### src/sv/rcc_pkg.sv
// Shared widths, types and codes for the rectangle / circle contact test.
package rcc_pkg;

  localparam int COORD_BITS = 24;
  localparam int RAD_BITS   = COORD_BITS - 1;
  localparam int DIR_BITS   = COORD_BITS + 3;
  localparam int MAG_BITS   = DIR_BITS - 1;
  localparam int TOP_BITS   = $clog2(MAG_BITS);
  localparam int UNIT_SHIFT = 30;
  localparam int SHIFT_BITS = $clog2(UNIT_SHIFT + 1);
  localparam int NORM_BITS  = UNIT_SHIFT + 1;
  localparam int SQ_BITS    = 2 * NORM_BITS;
  localparam int ROOT_BITS  = 64;
  localparam int ROOT_STEPS = 32;
  localparam int LEN_BITS   = ROOT_STEPS;
  localparam int QUO_BITS   = UNIT_SHIFT + 1;
  localparam int REM_BITS   = LEN_BITS + 2;
  localparam int PROD_BITS  = RAD_BITS + QUO_BITS;
  localparam int OFF_BITS   = PROD_BITS - UNIT_SHIFT;
  localparam int CSQ_BITS   = 2 * RAD_BITS;
  localparam int FIFO_DEPTH = 4;
  localparam int FIFO_AW    = $clog2(FIFO_DEPTH);

  typedef logic signed [COORD_BITS-1:0] coord_t;
  typedef logic signed [DIR_BITS-1:0]   dir_t;

  typedef enum logic [1:0] {
    KIND_MISS,
    KIND_POINT,
    KIND_DIR
  } kind_t;

  // Classified request handed from the front to the back.
  typedef struct packed {
    kind_t                kind;
    coord_t               px;
    coord_t               py;
    logic                 neg_x;
    logic                 neg_y;
    logic [NORM_BITS-1:0] ax;
    logic [NORM_BITS-1:0] ay;
    logic [RAD_BITS-1:0]  rad;
  } rec_t;

endpackage

### src/sv/rcc_fifo.sv
// Short request queue between the front and the back.
module rcc_fifo (
  input  logic          clk,
  input  logic          rst,
  input  logic          wr_valid,
  output logic          wr_stall,
  input  rcc_pkg::rec_t wr_data,
  output logic          rd_valid,
  input  logic          rd_stall,
  output rcc_pkg::rec_t rd_data
);

  rcc_pkg::rec_t               mem [0:rcc_pkg::FIFO_DEPTH-1];
  logic [rcc_pkg::FIFO_AW-1:0] wr_ptr;
  logic [rcc_pkg::FIFO_AW-1:0] rd_ptr;
  logic [rcc_pkg::FIFO_AW:0]   count;
  logic                        push, pop;

  assign wr_stall = (count == (rcc_pkg::FIFO_AW + 1)'(rcc_pkg::FIFO_DEPTH));
  assign rd_valid = (count != '0);
  assign rd_data  = mem[rd_ptr];
  assign push     = wr_valid && !wr_stall;
  assign pop      = rd_valid && !rd_stall;

  always_ff @(posedge clk) begin
    if (rst) begin
      wr_ptr <= '0;
      rd_ptr <= '0;
      count  <= '0;
    end else begin
      if (push) wr_ptr <= wr_ptr + 1'b1;
      if (pop)  rd_ptr <= rd_ptr + 1'b1;
      unique case ({push, pop})
        2'b10:   count <= count + 1'b1;
        2'b01:   count <= count - 1'b1;
        default: count <= count;
      endcase
    end
    if (push) mem[wr_ptr] <= wr_data;
  end

endmodule

### config.mk
export PLATFORM = sky130hd
export DESIGN_NAME = rcc_fifo
export DESIGN_NICKNAME = d
export VERILOG_FILES = /design/src/sv/rcc_pkg.sv /design/src/sv/rcc_fifo.sv
export SDC_FILE = /design/constraint.sdc
export NUM_CORES = 1
export LEC_CHECK = 0
export ABC_AREA = 1
export ABC_CLOCK_PERIOD_IN_PS = 15590
export BUFFER_PORTS_ARGS = -buffer_cell sky130_fd_sc_hd__clkbuf_2
export CAP_MARGIN = 20
export CORE_UTILIZATION = 55
export CTS_BUF_LIST = sky130_fd_sc_hd__clkbuf_8
export DETAILED_ROUTE_END_ITERATION = 12
export GPL_TIMING_DRIVEN = 0
export PLACE_DENSITY_LB_ADDON = 0.2
export SKIP_LAST_GASP = 1
export SYNTH_ARGS = -nofsm -noshare
export SYNTH_HDL_FRONTEND = slang
export SYNTH_SLANG_ARGS = --single-unit
### constraint.sdc
create_clock -name clk -period 15.59 [get_ports clk]
set_input_delay 0.7795 -clock clk [delete_from_list [all_inputs] [get_ports clk]]
set_output_delay 0.7795 -clock clk [all_outputs]
set_load 0.02 [all_outputs]
==> run summary, run 1 <==
Hold/Removal Path Class -> primary input to flip-flop
Gpl congestion -> 0.7794
Seq cells post-synth -> 557
Post-synth EDFFs -> 548
Mapped cell area -> 20790 sq um
Clock Path Buffers -> 3
CP dominant cell by count -> clkbuf_1
Syn Inst Count -> 1394
Initial core utilization -> 0.5637
RSZ-0062 raised after global routing -> false
Place WS -> 12590 ps
Drt wl/cell -> 20.81 um
Max Cap Viol -> 0
CP top delay family -> buffers and inverters
WP buf/inv -> 4
Synth unique cells -> 20
Setup TNS -> 0 ps
Register-to-Register Setup Slack -> 13010 ps
Clock Sinks -> 557
CP max FO -> 10
Net Sw Frac -> 0.3326
Residual DRC count -> 0
Number of global-route vias before repair -> 13170
Worst-Margin Slew -> 990.6 ps
Synth area leader -> edfxtp_1
Primary FF master, synth -> edfxtp_1
Maximum vdd drop -> 0.0001201 V
Comb pwr share -> 0.281
CTS tree -> done
Leakage -> 8.845 nW
Setup violations, final -> 0
DR vias -> 13020
Hold violation count in the final report -> 0
Register area share after synthesis -> 0.8003
Site row count -> 70
Cell Chain, Critical Path -> inv_1 -> clkbuf_1 -> clkbuf_1 -> o21ai_1 -> o22ai_1 -> clkbuf_2
Top cell type's share of synthesized area -> 0.7917
Post-route ant nets -> 0
CTS Buf Count -> 87
Post-CTS Hold Buffers -> 0
Largest stage delay, worst path -> 740 ps
Cts repair resizes -> 0
Total iterations of the first detailed-routing run -> 5
Syn-to-layout area delta -> 19.11%
YS warnings -> 0
Internal Power -> 0.002683 W
Status -> completed
Pwr Density -> 162.3 nW/um^2
Fmax -> 274.2 MHz
Vias per inst -> 5.567
Die height -> 196.4 um
Crit path launch type -> flip-flop
Fin crit share -> 0.2340
Number of port buffers -> 279
Hpwl dp -> 30.68 mm
Layout cells sized above 1 -> 0.2395
Slowest cell on crit path -> clkbuf_1
First DRT Iteration DRCs -> 885
H-tree depth -> 3
Async SR Flop Fraction -> 0
Top-level I/O count -> 280
DR top layer -> met5
Initial antenna violation count -> 6
Met2 routed WL -> 23.87 mm
GRT Util Overall -> 0.2531
Clock-pin slew on the worst setup and hold paths -> 60 ps
Finished Cell Area -> 24760 sq um
Core box area -> 36870 sq um
Max-slew headroom -> 0.3396
Largest cells by area after synthesis -> edfxtp_1 (79%), nor2_1 (5.1%), o22ai_1 (4.1%), o21ai_0 (3.7%), o21ai_1 (3.0%)
Cell with the most instances after synthesis -> edfxtp_1
Detailed Route WL -> 48.65 mm
Clk_lat worst skew -> 640 ps
Filler cells -> 2575
CTS root buf -> clkbuf_8
CP required -> 14810 ps
Grt ovf -> 0
Crit. End Element -> output port
Syn Nets -> 1541
Shortest period the worst path allows -> 3647 ps
Post-DP Area -> 23290 sq um
Die Wd -> 196.4 um
Die area -> 38570 sq um
Crit path kind -> flip-flop to output port
First-pass GRT wire length -> 72.86 mm
Avg Cell Area, Syn -> 14.91 sq um
Postcts setup bufs -> 0
Sequential group share of total power -> 0.453
Commonest cells post-synth -> edfxtp_1 (548), nor2_1 (285), o21ai_0 (153)
Largest net degree at the start of global routing -> 30
Reg-to-Reg Start -> count[1]$_SDFFE_PP0P_
Final-stage net count -> 1930
Hold path startpoint -> wr_data[135]
WP data arrival -> 2870 ps
Met1 Routed Length -> 19.30 mm
Max-slew violations -> 0
Clock skew -> 29.36 ps
Switching power -> 0.001337 W
Worst setup margin -> 11940 ps
Clock share of power -> 0.266
DR WL met3 -> 4.120 mm
stage by stage:
stage | utilization | hold WS [ps] | power, W | cells
after floorplan | - | 448.3 | 0.002555 | 1394
after global placement | 0.6187 | 461.1 | 0.002989 | 2177
after detailed placement | 0.6317 | 487.5 | 0.002985 | 2198
after CTS | 0.6711 | 318.3 | 0.004046 | 2333
after global routing | 0.6713 | 332.3 | 0.004192 | 2336
final | 0.6715 | 363.7 | 0.004020 | 2338
worst paths after layout:
kind	endpoint	cells past startpoint
hold / removal	mem[1][135]$_DFFE_PP_	1
setup reg to reg	mem[0][21]$_DFFE_PP_	6
setup / recovery	rd_data[11]	6
hold reg to reg	flip-flop	2
placed cells by master, fill, tap and decap left out, drive strengths merged:
cell type  count
nand2         10
buf           61
ha             5
nand3          5
clkbuf       418
clkinv        23
bufinv         2
dfxtp          9
diode          5
nand3b         1
nand4          1
fa             1
o21ai        276
o22ai        137
a31oi          1
a21oi          6
edfxtp       548
nor2         285
inv           40
worst reg2reg max path: stages (launching register included):
cell and delay (ps):
dfxtp_1 340, inv_1 100, nand3_1 190, nand2_1 300
nor2_4 810, buf_12 280, buf_12 220
power groups by stage:
stage          combinational, W  sequential [W]  clock (W)
2_1_floorplan          0.000681         0.00187          0
3_3_place_gp            0.00108         0.00190          0
3_5_place_dp            0.00113         0.00185          0
4_1_cts                 0.00114         0.00182    0.00109
5_1_grt                 0.00121         0.00183    0.00115
6_report                0.00113         0.00182    0.00107
layout make-up:
type | count | area, sq um | share of cell area
inverter | 19 | 73.82 | 0.002982
tap | 504 | 630.6 | 0.02547
buffer | 90 | 573.1 | 0.02315
timing repair buffer | 300 | 1847 | 0.07459
clock buffer | 89 | 1225 | 0.04947
antenna | 5 | 12.51 | 0.0005054
clock inverter | 46 | 227.7 | 0.009197
multi-input combinational | 728 | 3533 | 0.1427
sequential | 557 | 16640 | 0.6719
registers in the layout, indices dropped and copies added, names as in the netlist, named ones only:
signal  count
wr_ptr      2
count       3
mem       548
rd_ptr      2
routing by layer:
metal,vias to the layer above,GRT usage
met5,-,0
met4,4,0.1073
met3,91,0.07033
met2,477,0.4140
met1,6381,0.3194
li1,6063,-
cell families (layout without fill, tap and decap cells):
kind of cell | after synthesis | after routing | synth area share
other | 0 | 5 | 0
and+or+nand+nor | 302 | 302 | 0.05514
DFF | 557 | 557 | 0.8003
AOI/OAI and AO/OA | 420 | 420 | 0.1094
adders and majority gates | 6 | 6 | 0.003973
buffers and inverters | 109 | 544 | 0.03112
Power figures use the tool's default switching activity.
==> inputs of run 2 (changes only) <==
--- a/config.mk
+++ b/config.mk
@@ -5,8 +5,8 @@
 export SDC_FILE = /design/constraint.sdc
 export NUM_CORES = 1
 export LEC_CHECK = 0
-export ABC_AREA = 1
-export ABC_CLOCK_PERIOD_IN_PS = 15590
+export ABC_AREA = 0
+export ABC_CLOCK_PERIOD_IN_PS = 3800
 export BUFFER_PORTS_ARGS = -buffer_cell sky130_fd_sc_hd__clkbuf_2
 export CAP_MARGIN = 20
 export CORE_UTILIZATION = 55
==> constraint.sdc (replaced) <==
create_clock -name clk -period 3.8 [get_ports clk]
set_input_delay 0.19 -clock clk [delete_from_list [all_inputs] [get_ports clk]]
set_output_delay 0.19 -clock clk [all_outputs]
set_load 0.02 [all_outputs]
==> run summary, run 2 <==
Status -> completed
Most frequent cells in the layout -> edfxtp_1 (548), clkbuf_2 (278), dlygate4sd3_1 (141), mux4_2 (137), clkbuf_8 (89)
Register area share after synthesis -> 0.8223
CP top delay family -> buffers and inverters
Max FFs per register -> 548
First DRT Iteration DRCs -> 523
Syn Inst Count -> 770
Cts repair resizes -> 0
YS warnings -> 0
Setup crit end -> rd_data[87]
Syn-to-layout area delta -> 25.52%
Setup violations, final -> 0
Vias per inst -> 5.440
Die Wd -> 193.8 um
Detailed Route WL -> 38.41 mm
DR vias -> 9858
Hold/Removal Path Class -> primary input to flip-flop
Residual DRC count -> 0
Post-synth EDFFs -> 548
Leakage -> 8.835 nW
Crit path launch type -> flip-flop
RSZ-0062 raised after global routing -> false
GRT Util Overall -> 0.2096
Top cell type's share of synthesized area -> 0.8134
First-pass GRT wire length -> 58.91 mm
Crit. End Element -> output port
Clk_lat worst skew -> 630 ps
Worst-Margin Slew -> 760.7 ps
Total iterations of the first detailed-routing run -> 5
Clock-pin slew on the worst setup and hold paths -> 50 ps
Hold violation count in the final report -> 0
Clock Path Buffers -> 3
Initial antenna violation count -> 1
Slowest cell on crit path -> clkbuf_1
Max-slew violations -> 0
Cell with the most instances after synthesis -> edfxtp_1
Max-slew headroom -> 0.4929
Maximum vdd drop -> 0.0003982 V
Final-stage net count -> 1433
Post-route ant nets -> 0
Site row count -> 69
Die height -> 193.8 um
Pwr Total -> 0.01561 W
Drt wl/cell -> 21.20 um
Pwr Density -> 614.8 nW/um^2
Mapped cell area -> 20230 sq um
Largest regs -> mem: 548 flops, count: 3 flops
Largest net degree at the start of global routing -> 60
H-tree depth -> 3
Cell Chain, Critical Path -> clkbuf_1 -> buf_2 -> mux4_2 -> clkbuf_2
Clock skew -> 16.90 ps
Clock Sinks -> 557
CTS tree -> done
Top reg by flops -> mem
Shortest period the worst path allows -> 2680 ps
Reg-to-Reg Start -> count[0]$_SDFFE_PP0P_
Util after Layout -> 0.7070
WP data arrival -> 2490 ps
Core box area -> 35910 sq um
Gpl congestion -> 0.6795
Fmax -> 373.2 MHz
Number of global-route vias before repair -> 10520
Largest stage delay, worst path -> 580 ps
CP Depth -> 4
R2R Path End -> mem[0][1]$_DFFE_PP_
Die area -> 37550 sq um
Place WS -> 1425 ps
Worst r2r path cells -> 5
Number of port buffers -> 278
Register-to-Register Setup Slack -> 1450 ps
Top-level I/O count -> 280
Synth unique cells -> 22
Commonest cells post-synth -> edfxtp_1 (548), mux4_2 (137), buf_2 (14)
Primary FF master, synth -> edfxtp_1
Syn Nets -> 917
Fin crit share -> 0.7052
Avg Cell Area, Syn -> 26.27 sq um
CTS Buf Count -> 86
Seq cells post-synth -> 557
CP max FO -> 10
Max Cap Viol -> 0
Commonest non-fill, non-tap cell in the layout -> edfxtp_1
Largest cells by area after synthesis -> edfxtp_1 (81%), mux4_2 (15%), dfxtp_1 (0.89%), buf_2 (0.35%), buf_4 (0.33%)
Async SR Flop Fraction -> 0
Crit path kind -> flip-flop to output port
Hpwl dp -> 22.70 mm
WP buf/inv -> 3
CP required -> 3610 ps
Layout cells sized above 1 -> 0.4173
Worst setup margin -> 1120 ps
CTS root buf -> clkbuf_8
Grt ovf -> 0
Initial core utilization -> 0.5633
Synth area leader -> edfxtp_1
==> run 2: changes by cell type in the layout (fill, tap and decap cells not counted), moves of 7 or more <==
cell           delta
nor2_1          -275
o21ai_0         -150
dlygate4sd3_1   +141
mux4_2          +137
o22ai_1         -137
o21ai_1         -123
clkbuf_1         -48
buf_6            -18
buf_12           -16
buf_2            +12
nand2_1          -10
inv_1             -8
clkinv_2          +7
==> run 2: per-layer routing <==
layer	part of all wire	up-vias	global-route usage
met5	0	-	0
met4	0.019	0	0.06874
met3	0.073	63	0.06697
met2	0.51	346	0.3440
met1	0.40	5061	0.2680
li1	-	4388	-
==> run 2: worst min path at each step <==
stage                            start  slack, ps  depth (start not counted)                    end
after floorplan             wr_data[0]        290                          0    mem[0][0]$_DFFE_PP_
after global placement     wr_data[44]        400                          1   mem[2][44]$_DFFE_PP_
after detailed placement   wr_data[75]        410                          1   mem[2][75]$_DFFE_PP_
after CTS                  wr_data[45]        260                          2   mem[2][45]$_DFFE_PP_
after global routing       wr_data[78]        270                          2   mem[2][78]$_DFFE_PP_
final                     wr_data[118]        320                          2  mem[3][118]$_DFFE_PP_
==> run 2: logic make-up after synthesis <==
logic type,count (synthesis),share of synthesized area
buffers and inverters,39,0.01200
muxes,139,0.1536
AOI/OAI and AO/OA,8,0.001979
xor gates and xnor gates,2,0.0008660
and+or+nand+nor,19,0.005195
DFF,557,0.8223
adders and majority gates,6,0.004082
==> run 2: timing repair <==
action,CTS,global route
buffers inserted,0,0
endpoints found under the hold margin,557,0
hold buffers,141,0
==> run 2: final cells by class <==
| cell class | instances | area (sq um) |
|---|---|---|
| Multi-Input combinational cell | 174 | 3362 |
| Clock buffer | 89 | 1225 |
| Antenna cell | 2 | 5.005 |
| Timing Repair Buffer | 428 | 3043 |
| Buffer | 31 | 212.7 |
| Sequential cell | 557 | 16640 |
| Clock inverter | 62 | 302.8 |
| Inverter | 8 | 30.03 |
| Tap cell | 461 | 576.8 |
| Fill cell | 2202 | 10520 |
==> run 2: metrics by stage <==
| step | setup TNS, ps | std cells | hold WS, ps | instance area (sq um) |
|---|---|---|---|---|
| CTS | 0 | 1810 | 261.0 | 25390 |
| global route | 0 | 1811 | 270.1 | 25390 |
| floorplan | 0 | 770 | 288.9 | 20240 |
| finish | 0 | 1812 | 319.2 | 25390 |
| global placement | -246060 | 1509 | 405.0 | 22200 |
| detailed placement | 0 | 1518 | 409.9 | 22450 |
==> run 2: where the power goes <==
group          leakage [nW]  total [W]  internal (W)  switching, W
combinational          2.86    0.00375       0.00160       0.00215
clock                 0.869    0.00443       0.00225       0.00218
sequential             5.10    0.00744       0.00732      0.000114
total                  8.84     0.0156        0.0112       0.00445
==> inputs of run 3 (changes only) <==
--- a/config.mk
+++ b/config.mk
@@ -5,11 +5,11 @@
 export SDC_FILE = /design/constraint.sdc
 export NUM_CORES = 1
 export LEC_CHECK = 0
-export ABC_AREA = 0
-export ABC_CLOCK_PERIOD_IN_PS = 3800
+export ABC_AREA = 1
+export ABC_CLOCK_PERIOD_IN_PS = 2150
 export BUFFER_PORTS_ARGS = -buffer_cell sky130_fd_sc_hd__clkbuf_2
 export CAP_MARGIN = 20
-export CORE_UTILIZATION = 55
+export CORE_UTILIZATION = 54
 export CTS_BUF_LIST = sky130_fd_sc_hd__clkbuf_8
 export DETAILED_ROUTE_END_ITERATION = 12
 export GPL_TIMING_DRIVEN = 0
==> constraint.sdc (replaced) <==
create_clock -name clk -period 2.15 [get_ports clk]
set_input_delay 0.1075 -clock clk [delete_from_list [all_inputs] [get_ports clk]]
set_output_delay 0.1075 -clock clk [all_outputs]
set_load 0.02 [all_outputs]
==> run summary, run 3 (same netlist as run 1, synthesis figures left out) <==
Largest regs -> mem: 548 flops, count: 3 flops
Crit path kind -> flip-flop to output port
GRT Util Overall -> 0.2763
Grt ovf -> 0
GRT busiest layer -> met2
Clock Sinks -> 557
First DRT Iteration DRCs -> 993
Leakage -> 10.32 nW
Pwr Density -> 1157 nW/um^2
Maximum vdd drop -> 0.0009102 V
Drt wl/cell -> 21.42 um
Dpl cells -> 2207
Largest stage delay, worst path -> 370 ps
Die Wd -> 198.2 um
Hpwl dp -> 31.38 mm
Final-stage net count -> 2097
Met3 Usage GRT -> 0.06609
Syn-to-layout area delta -> 35.26%
DR vias -> 14110
CP required -> 2040 ps
Pwr Total -> 0.03254 W
Number of port buffers -> 279
Largest net degree at the start of global routing -> 30
Shortest period the worst path allows -> 2304 ps
Detailed Route WL -> 54.15 mm
Met2 Use GR -> 0.4612
Die height -> 198.2 um
Residual DRC count -> 0
Max-slew headroom -> 0.6994
Vias per inst -> 5.583
CTS Buf Count -> 86
Hold violation count in the final report -> 0
Die area -> 39280 sq um
Top reg by flops -> mem
Max FFs per register -> 548
CTS tree -> done
CP dominant cell by count -> buf_12
Initial core utilization -> 0.5506
Layout cells sized above 1 -> 0.2929
Clock share of power -> 0.254
Core box area -> 37760 sq um
WHS -> 234.2 ps
Crit. End Element -> output port
Site row count -> 71
Number of global-route vias before repair -> 14350
Cell Chain, Critical Path -> buf_12 -> buf_12 -> inv_16 -> buf_16 -> buf_12 -> o21ai_1 -> o22ai_1 -> buf_4
CP Depth -> 8
Non-filler instance count after layout -> 2528
Commonest non-fill, non-tap cell in the layout -> edfxtp_1
Sequential group share of total power -> 0.407
Gpl congestion -> 0.7656
Most frequent cells in the layout -> edfxtp_1 (548), nor2_1 (268), clkbuf_2 (160), o21ai_0 (147), dlygate4sd3_1 (141)
Failing checks -> negative setup slack
Top-level I/O count -> 280
Max Cap Viol -> 0
CP top delay family -> buffers and inverters
Status -> complete, but fails checks
Initial antenna violation count -> 3
Post-route ant nets -> 0
WP buf/inv -> 6
Max-slew violations -> 0
First-pass GRT wire length -> 80.76 mm
RSZ-0062 raised after global routing -> true
Net Sw Frac -> 0.3261
Internal Power -> 0.02193 W
CP max FO -> 10
H-tree depth -> 3
Worst setup margin -> -153.6 ps
Place WS -> -245.8 ps
Slowest cell on crit path -> dfxtp_4
Comb pwr share -> 0.339
Fmax -> 434.1 MHz
Worst hold path depth -> 2
Worst-Margin Slew -> 450.9 ps
Clock-pin slew on the worst setup and hold paths -> 60 ps
Worst r2r path cells -> 8
CTS root buf -> clkbuf_8
Filler cells -> 2244
Total iterations of the first detailed-routing run -> 5
Crit path launch type -> flip-flop
Switching power -> 0.01061 W
Fin crit share -> 1.071
Hold/Removal Path Class -> primary input to flip-flop
Setup violations, final -> 136
WP data arrival -> 2200 ps
Clock skew -> 19.44 ps
Clock Path Buffers -> 3
Routing usage on met1 -> 0.3507
Clk_lat worst skew -> 640 ps
-- run 3: final timing paths --
check                                       startpoint                      to  slack [ps]
worst max-delay path                         flip-flop              rd_data[6]        -150
worst min register to register  rd_ptr[0]$_SDFFE_PP0P_  rd_ptr[0]$_SDFFE_PP0P_         490
worst min-delay path                       wr_data[26]    mem[0][26]$_DFFE_PP_         230
worst max register to register   count[1]$_SDFFE_PP0P_    mem[3][86]$_DFFE_PP_         210
-- run 3: metal layers --
metal  share of wire  wire (um)
met5               0          0
met1            0.39      21190
met2            0.50      27300
met3           0.078       4230
met4           0.026       1432
-- run 3: timing repair --
item | 4_1_cts | 5_1_grt
setup endpoints to repair | 229 | 137
cloned | 10 | 1
pin swaps | 46 | 39
setup buffers | 15 | 0
hold buffers | 141 | 0
endpoints found under the hold margin | 557 | 0
gates resized for setup | 332 | 153
-- run 3: power groups by stage --
stage	combinational, W	clock, W	sequential (W)
final	0.0110	0.00828	0.0132
after global routing	0.0117	0.00881	0.0133
after CTS	0.0106	0.00834	0.0132
after detailed placement	0.00830	0	0.0134
after global placement	0.00794	0	0.0135
after floorplan	0.00498	0	0.0134
-- run 3: final cells by class --
| type | instances | area (sq um) | area share |
|---|---|---|---|
| diodes | 3 | 7.507 | 0.0002670 |
| plain buffers | 90 | 994.7 | 0.03538 |
| clock buffers | 89 | 1225 | 0.04357 |
| clock inverters | 63 | 366.6 | 0.01304 |
| inverters | 19 | 87.58 | 0.003115 |
| multi-input cells | 728 | 3865 | 0.1375 |
| flip-flops and latches | 557 | 16640 | 0.5920 |
| well taps | 511 | 639.4 | 0.02274 |
| repair buffers | 468 | 4285 | 0.1524 |
-- run 3: metrics by stage --
stage | TNS (ps) | cell area [sq um] | utilization
after detailed placement | -16420 | 23400 | 0.6197
final | -9603 | 28110 | 0.7447
after CTS | -17350 | 27890 | 0.7388
after global routing | -22810 | 28110 | 0.7447
after floorplan | -479680 | 20850 | -
after global placement | -1331820 | 22880 | 0.6061
